## config.mk

```make
export PLATFORM = sky130hd
export DESIGN_NAME = fec_group_receive_tracker
export DESIGN_NICKNAME = d
export VERILOG_FILES = /design/src/fgrt_pkg.sv /design/src/fgrt_step.sv /design/src/fec_group_receive_tracker.sv
export SDC_FILE = /design/constraint.sdc
export NUM_CORES = 1
export LEC_CHECK = 0
export ABC_CLOCK_PERIOD_IN_PS = 13000
export BUFFER_PORTS_ARGS = -buffer_cell sky130_fd_sc_hd__buf_2
export CORE_UTILIZATION = 45
export DETAILED_ROUTE_END_ITERATION = 10
export GPL_ROUTABILITY_DRIVEN = 1
export GPL_TIMING_DRIVEN = 0
export SETUP_SLACK_MARGIN = 0.02
export SLEW_MARGIN = 20
export SYNTH_ARGS = -nofsm -noshare
export SYNTH_HDL_FRONTEND = slang
export SYNTH_SLANG_ARGS = --single-unit
```

## constraint.sdc

```tcl
create_clock -name clock -period 13 [get_ports clock]
set_input_delay 1.3 -clock clock [delete_from_list [all_inputs] [get_ports clock]]
set_output_delay 1.3 -clock clock [all_outputs]
set_load 0.05 [all_outputs]
```

## src/fgrt_pkg.sv

```systemverilog
// Shared types and constants for the FEC group receive tracker.
// Used by fgrt_step and fec_group_receive_tracker; depends on nothing.

package fgrt_pkg;

   localparam int MAX_SYMBOLS = 32;
   localparam int SYM_IDX_W   = $clog2(MAX_SYMBOLS);

   localparam int K_W = 5;
   localparam int N_W = 6;

   localparam logic [K_W-1:0] K_RESET = K_W'(4);
   localparam logic [N_W-1:0] N_RESET = N_W'(6);

   typedef enum logic [0:0] {
      CSR_SOURCE_COUNT = 1'b0,
      CSR_BLOCK_COUNT  = 1'b1
   } csr_index_type;

   typedef enum logic [2:0] {
      ST_ACCEPTED     = 3'd0,
      ST_SHORT        = 3'd1,
      ST_STALE        = 3'd2,
      ST_BAD_SYMBOL   = 3'd3,
      ST_AFTER_REPAIR = 3'd4,
      ST_DUPLICATE    = 3'd5
   } status_type;

   typedef struct packed {
      logic        too_short;
      logic [15:0] header_group;
      logic [15:0] header_seq;
      logic [7:0]  header_symbol;
      logic [15:0] payload_size;
      logic        is_source;
   } item_type;

   typedef struct packed {
      logic [15:0]            current_group;
      logic [15:0]            highest_seq;
      logic [MAX_SYMBOLS-1:0] received_bits;
      logic [MAX_SYMBOLS-1:0] nonempty_bits;
      logic [7:0]             symbol_total;
      logic                   repaired_flag;
      logic [15:0]            max_size;
   } track_type;

   typedef struct packed {
      status_type             status;
      logic                   deliver_source;
      logic                   repair_request;
      logic [MAX_SYMBOLS-1:0] present_mask;
      logic [15:0]            longest_size;
      logic [15:0]            highest_seq_out;
   } result_type;

   function automatic logic wrap_negative(logic [15:0] a, logic [15:0] b);
      logic [15:0] diff;
      diff = a - b;
      return diff[15];
   endfunction

endpackage

```

## src/fgrt_step.sv

```systemverilog
// Next-state and result logic of the tracker for one header transaction.
// Depends on fgrt_pkg.

module fgrt_step (
   input  fgrt_pkg::item_type         item,
   input  fgrt_pkg::track_type        track,
   input  logic [fgrt_pkg::K_W-1:0]   source_count,
   input  logic [fgrt_pkg::N_W-1:0]   block_count,
   output fgrt_pkg::track_type        track_next,
   output fgrt_pkg::result_type       result
);

   logic [fgrt_pkg::N_W-1:0]         n_eff;
   logic [fgrt_pkg::MAX_SYMBOLS-1:0] need;
   logic [fgrt_pkg::MAX_SYMBOLS-1:0] bit_sel;
   logic [fgrt_pkg::MAX_SYMBOLS-1:0] rcv_new;
   logic [7:0]                       total_new;
   fgrt_pkg::track_type              base;
   fgrt_pkg::status_type             status;
   logic                             deliver;
   logic                             repair;

   always_comb begin
      n_eff = (block_count > fgrt_pkg::N_W'(fgrt_pkg::MAX_SYMBOLS)) ?
              fgrt_pkg::N_W'(fgrt_pkg::MAX_SYMBOLS) : block_count;
      need = (fgrt_pkg::MAX_SYMBOLS'(1) << source_count) - fgrt_pkg::MAX_SYMBOLS'(1);
      bit_sel = fgrt_pkg::MAX_SYMBOLS'(1) << item.header_symbol[fgrt_pkg::SYM_IDX_W-1:0];

      base = track;
      if (item.header_group != track.current_group) begin
         base.current_group = item.header_group;
         base.received_bits = '0;
         base.nonempty_bits = '0;
         base.symbol_total  = '0;
         base.repaired_flag = 1'b0;
         base.max_size      = '0;
      end

      rcv_new   = base.received_bits | bit_sel;
      total_new = (base.symbol_total == 8'hFF) ? base.symbol_total
                                               : base.symbol_total + 8'd1;

      track_next = track;
      status     = fgrt_pkg::ST_ACCEPTED;
      deliver    = 1'b0;
      repair     = 1'b0;

      if (item.too_short) begin
         status = fgrt_pkg::ST_SHORT;
      end else if (item.header_group != track.current_group &&
                   fgrt_pkg::wrap_negative(item.header_group, track.current_group)) begin
         status  = fgrt_pkg::ST_STALE;
         deliver = item.is_source;
      end else begin
         track_next = base;
         if ({2'b00, item.header_symbol} >= {4'b0000, n_eff}) begin
            status = fgrt_pkg::ST_BAD_SYMBOL;
         end else if (base.repaired_flag) begin
            status = fgrt_pkg::ST_AFTER_REPAIR;
         end else begin
            if (fgrt_pkg::wrap_negative(base.highest_seq, item.header_seq)) begin
               track_next.highest_seq = item.header_seq;
            end
            if ((base.nonempty_bits & bit_sel) != '0) begin
               status = fgrt_pkg::ST_DUPLICATE;
            end else begin
               if (item.payload_size > base.max_size) begin
                  track_next.max_size = item.payload_size;
               end
               if (item.payload_size != 16'd0) begin
                  track_next.nonempty_bits = base.nonempty_bits | bit_sel;
               end
               track_next.received_bits = rcv_new;
               track_next.symbol_total  = total_new;
               deliver = item.is_source;
               if (total_new >= {3'b000, source_count} && (rcv_new & need) != need) begin
                  repair = 1'b1;
                  track_next.repaired_flag = 1'b1;
               end
            end
         end
      end

      result.status          = status;
      result.deliver_source  = deliver;
      result.repair_request  = repair;
      result.present_mask    = track_next.received_bits;
      result.longest_size    = track_next.max_size;
      result.highest_seq_out = track_next.highest_seq;
   end

endmodule

```

## src/fec_group_receive_tracker.sv

```systemverilog
// Top level of the FEC group receive tracker; depends on fgrt_pkg and fgrt_step.
// An accepted request is held in the input register, its result in the result register.
// Throughput is one transaction per cycle while responses are taken; the tracking state
// is held here, updated as each item moves from the input to the result register.
// Reset is synchronous and active high; it empties both stages, clears the tracking
// state and sets source_count to 4 and block_count to 6.

module fec_group_receive_tracker (
   input  logic        clock,
   input  logic        reset,
   input  logic        req_tvalid,
   output logic        req_tready,
   input  logic [55:0] req_tdata,  // header_group, header_seq, header_symbol, payload_size
   input  logic [1:0]  req_tuser,  // too_short, is_source
   output logic        rsp_tvalid,
   input  logic        rsp_tready,
   output logic [71:0] rsp_tdata,  // deliver_source, repair_request, present_mask,
                                   // longest_size, highest_seq_out, zero fill
   output logic [2:0]  rsp_tuser,  // status
   input  logic        csr_we,
   input  logic [0:0]  csr_addr,
   input  logic [5:0]  csr_wdata
);

   logic                       in_valid_ff;
   fgrt_pkg::item_type         in_item_ff;
   logic                       out_valid_ff;
   fgrt_pkg::result_type       out_result_ff;
   fgrt_pkg::track_type        track_ff;
   fgrt_pkg::track_type        track_in;
   fgrt_pkg::result_type       result_in;
   logic [fgrt_pkg::K_W-1:0]   source_count_ff;
   logic [fgrt_pkg::N_W-1:0]   block_count_ff;
   fgrt_pkg::item_type         req_item;
   logic                       advance;

   assign advance    = in_valid_ff && (!out_valid_ff || rsp_tready);
   assign req_tready = !in_valid_ff || advance;

   always_comb begin
      req_item.too_short     = req_tuser[0];
      req_item.is_source     = req_tuser[1];
      req_item.header_group  = req_tdata[15:0];
      req_item.header_seq    = req_tdata[31:16];
      req_item.header_symbol = req_tdata[39:32];
      req_item.payload_size  = req_tdata[55:40];
   end

   fgrt_step u_step (
      .item         (in_item_ff),
      .track        (track_ff),
      .source_count (source_count_ff),
      .block_count  (block_count_ff),
      .track_next   (track_in),
      .result       (result_in)
   );

   always_ff @(posedge clock) begin
      if (reset) begin
         in_valid_ff     <= 1'b0;
         out_valid_ff    <= 1'b0;
         track_ff        <= '0;
         source_count_ff <= fgrt_pkg::K_RESET;
         block_count_ff  <= fgrt_pkg::N_RESET;
      end else begin
         if (req_tvalid && req_tready) begin
            in_valid_ff <= 1'b1;
         end else if (advance) begin
            in_valid_ff <= 1'b0;
         end
         if (advance) begin
            out_valid_ff <= 1'b1;
            track_ff     <= track_in;
         end else if (rsp_tready) begin
            out_valid_ff <= 1'b0;
         end
         if (csr_we) begin
            case (fgrt_pkg::csr_index_type'(csr_addr))
               fgrt_pkg::CSR_SOURCE_COUNT: source_count_ff <= csr_wdata[fgrt_pkg::K_W-1:0];
               fgrt_pkg::CSR_BLOCK_COUNT:  block_count_ff  <= csr_wdata;
               default: ;
            endcase
         end
      end
   end

   always_ff @(posedge clock) begin
      if (req_tvalid && req_tready) begin
         in_item_ff <= req_item;
      end
      if (advance) begin
         out_result_ff <= result_in;
      end
   end

   assign rsp_tvalid = out_valid_ff;
   assign rsp_tuser  = out_result_ff.status;
   assign rsp_tdata  = {6'd0,
                        out_result_ff.highest_seq_out,
                        out_result_ff.longest_size,
                        out_result_ff.present_mask,
                        out_result_ff.repair_request,
                        out_result_ff.deliver_source};

   // A repair request only comes with a newly accepted symbol.
   assert property (@(posedge clock) disable iff (reset)
      rsp_tvalid && out_result_ff.repair_request |->
         out_result_ff.status == fgrt_pkg::ST_ACCEPTED)
      else $error("repair request on a rejected transaction");

   // Delivery happens only for accepted symbols or stale source packets.
   assert property (@(posedge clock) disable iff (reset)
      rsp_tvalid && out_result_ff.deliver_source |->
         out_result_ff.status == fgrt_pkg::ST_ACCEPTED ||
         out_result_ff.status == fgrt_pkg::ST_STALE)
      else $error("source delivered on a rejected transaction");

   // Every symbol with a payload has also been marked as received.
   assert property (@(posedge clock) disable iff (reset)
      (track_ff.nonempty_bits & ~track_ff.received_bits) == '0)
      else $error("non-empty symbol not marked as received");

   // A group with no counted symbols has nothing received and no repair pending.
   assert property (@(posedge clock) disable iff (reset)
      track_ff.symbol_total == 8'd0 |->
         track_ff.received_bits == '0 && !track_ff.repaired_flag)
      else $error("symbol count out of step with the received bitmap");

endmodule

```

==> impl_results.md <==
- Mean Syn Cell Area: 10.1 sq um
- Die area: 28900 sq um
- Leak pwr: 5.59 nW
- Shortest period the worst path allows: around 6200 ps
- Cell taking the most area after synthesis: edfxtp_1
- Die Y: 170 um
- Crit path depth: 17
- # IOs: 147
- Clock Path Buffers: 3
- Power Dens Cells: 126 nW/um^2
- Max-cap viol count: 0
- Critical R2R Launch: in_item_ff[55]
- DR DRC count: 0
- Largest net degree at the start of global routing: 55
- 1st-iter DRT viols: around 740
- Synthesized instance count: 1260
- Clk_lat worst skew: 550 ps
- Crit path from: in_item_ff[55]
- Per-cell routed wire length: 19.0 um
- R2r setup slk: between 6000 and 7000 ps
- Hold Path Class: register to register
- Slew Limit Fails: 0
- FP Rows: 61
- Drt first pass iters: 6
- Async S/R FF share, synth: 0%
- Total Wirelength: 35000 um
- Area of the core: 27800 sq um
- Gr usage total: about a quarter
- Number of setup violations in the final report: 0
- Share of cells above drive strength 1: roughly a fifth
- Hold Startpoint: track_ff[41]
- Post-synthesis cell type count: 78
- Register area share after synthesis: between 50 and 60%
- Slew headroom: 39.0%
- # diodes: 0
- WP buf/inv: 4
- Synth Flop Type: dfxtp_1
- Reg-to-Reg End: track_ff[14]
- Yosys reg bits: 261
- CP cell instances: ha_1 -> and3_1 -> nand4_1 -> nor4_1 -> clkbuf_1 -> clkbuf_1 -> clkbuf_1 -> nand2_1 -> ha_1 -> a21o_1 -> a21o_1 -> a21oi_1 -> o2111ai_1 -> and4_1 -> o31ai_1 -> clkbuf_1 -> a22o_1
- Critical Path RT: 13490 ps
- Final cycle utilization of the critical path: 47.7%
- Fillcell total: 2600
- Grt total ovfl: 0
- WS Path Type: register to register
- CP Capture Point: track_ff[14]
- Final Util: 53.5%
- CTS Buf Count: 29
- Power, Total: 1.87 mW
- Post-DRT Antenna Nets: 0
- Hold bufs inserted after CTS: 0
- # H-tree levels: 1
- TritonCTS clock tree: yes
- Final Hold Violating Endpoints: 0
- DP Cell Count: between 1500 and 2000
- GPL Wtd Cong: 0.981
- # resized after CTS: 0
- Post-synth EDFFs: 127
- Fmax: 0.161 GHz
- Post-Layout Cell Count: 1840
- Startpoint Class: register
- Most frequent CP cell: clkbuf_1
- Antenna violations before repair: 1
- Ys Warns: 0
- Setup TNS Final: 0 ps
- Synthesized area: 12700 sq um
- CP top delay family: buffers and inverters
- Post-CTS Setup Inserts: 0
- Status: finished clean
- Die width: 170 um
- Clock Tree Root: clkbuf_16
- Maximum vdd drop: 0.000113 V
- CTS clk-pin slew, worst paths: about 60 ps
- DR vias: 10319
- R2R depth: 17
- Final nets: 1567
- Hpwl dp: 25900 um
- I/O Buffers: 140
- Share of the synthesized area in the top cell type: 30.0%
- Max Clock Skew: 10.6 ps
- Clock sink count: 261
- Vias/cell: 5.61
- Starting Density: a little under half
- Synth top area cells: edfxtp_1 30%, dfxtp_1 21%, ha_1 5.7%
- Critical path fanouts, max: 10
- Design area: 14900 sq um
- Setup crit end kind: register
- Max stage delay on crit path: between 700 and 800 ps
- Worst-margin pin slew: 907 ps
- Vias in the first global route: 9660
- DP Area: 14000 sq um
- First-pass GRT wire length: 53700 um
- CP max stage cell: o31ai_1
- Synth-to-Final Area Change: 17.0%
- Worst endpoint data arrival time: 6690 ps
- RSZ-0062 raised after global routing: false
[layout by cell type (no fill, tap or decap), types with 10 or more instances in the layout]
cell type / n
nor2_1: 58
o21ai_1: 20
mux2i_1: 26
o21ai_2: 30
mux2_2: 19
a21oi_1: 67
nor2b_1: 10
edfxtp_1: 127
nor3_1: 18
dfxtp_1: 134
nand4_1: 10
a21o_1: 13
nor4_1: 11
a22o_1: 33
o211ai_1: 11
nand2_1: 179
buf_2: 154
ha_1: 58
nand2b_1: 43
clkbuf_1: 59
clkbuf_16: 29
o21ai_0: 81
inv_1: 41
nand3_1: 33
[routing by layer]
layer	GRT usage, %	wire [um]
met5	0	11
met4	10.1	1460
met3	4.00	2070
met2	38.5	15900
met1	32.1	15500
[synth_stat cells (5+ instances only)]
| master | count |
|---|---|
| nand2_1 | 179 |
| dfxtp_1 | 134 |
| edfxtp_1 | 127 |
| o21ai_0 | 81 |
| a21oi_1 | 67 |
| ha_1 | 58 |
| nor2_1 | 58 |
| clkbuf_1 | 51 |
| nand2b_1 | 43 |
| inv_1 | 42 |
| a22o_1 | 33 |
| nand3_1 | 33 |
| o21ai_2 | 30 |
| mux2i_1 | 26 |
| o21ai_1 | 20 |
| mux2_2 | 19 |
| nor3_1 | 18 |
| buf_2 | 14 |
| a21o_1 | 13 |
| nor4_1 | 11 |
| o211ai_1 | 11 |
| nand4_1 | 10 |
| nor2b_1 | 10 |
| a221oi_1 | 9 |
| and3_1 | 9 |
| nand3b_1 | 9 |
| and2_1 | 8 |
| a2111oi_0 | 7 |
| buf_4 | 7 |
| buf_6 | 7 |
| or3_1 | 7 |
| o21a_1 | 6 |
| xnor2_1 | 6 |
| a211o_1 | 5 |
| a31oi_1 | 5 |
| nor3b_1 | 5 |
| or4_1 | 5 |
[power breakdown]
part | leakage [nW] | internal (mW) | total [mW] | switching, mW
sequential | 2.28 | 0.888 | 0.901 | 0.0136
combinational | 2.86 | 0.0563 | 0.192 | 0.136
clock | 0.446 | 0.451 | 0.773 | 0.322
[layout make-up]
cell class	instances	area, sq um	share of cell area, %
plain buffers	82	404	2.72
clock buffers	41	811	5.46
clock inverters	13	91.3	0.615
inverters	43	164	1.10
multi-input cells	879	5660	38.1
flip-flops and latches	261	6500	43.7
well taps	378	473	3.18
repair buffers	143	756	5.09
[worst register-to-register path: stages (launching register included)]
cell	delay, ps
edfxtp_1	390
ha_1	310
and3_1	190
nand4_1	180
nor4_1	700
clkbuf_1	500
clkbuf_1	500
clkbuf_1	450
nand2_1	120
ha_1	320
a21o_1	180
a21o_1	170
a21oi_1	220
o2111ai_1	210
and4_1	250
o31ai_1	740
clkbuf_1	480
a22o_1	230
[worst min path at each step]
| stage | depth (start not counted) | end | slack [ps] |
|---|---|---|---|
| finish | 2 | track_ff[41] | 450 |
| global route | 2 | block_count_ff[0] | 470 |
| CTS | 2 | block_count_ff[0] | 450 |
| detailed placement | 2 | track_ff[38] | 440 |
| global placement | 2 | track_ff[45] | 440 |
| floorplan | 2 | track_ff[30] | 420 |
[logic make-up (layout without fill, tap and decap cells)]
logic type	after synthesis	count (layout)	synth area share, %
xor+xnor	7	7	0.483
mux	45	45	3.73
flops	261	261	51.2
fa+ha+maj	58	58	5.71
buf+inv	125	322	4.45
other cells	1	6	0.0295
simple gates	433	433	17.1
compound gates	330	330	17.4
[per-stage QoR]
stage	hold slack, ps	setup slack (ps)
after floorplan	420	8620
after global placement	437	6870
after detailed placement	444	6860
after CTS	454	6820
after global routing	473	6390
final	452	6800
[flip-flops by register name, indices dropped and copies added, names as in the netlist]
register / count
block_count_ff: 6
in_item_ff: 58
in_valid_ff: 1
rsp_tdata: 66
rsp_tuser: 3
rsp_tvalid: 1
source_count_ff: 5
track_ff: 121
No activity file was read; power rests on OpenSTA's default activity.
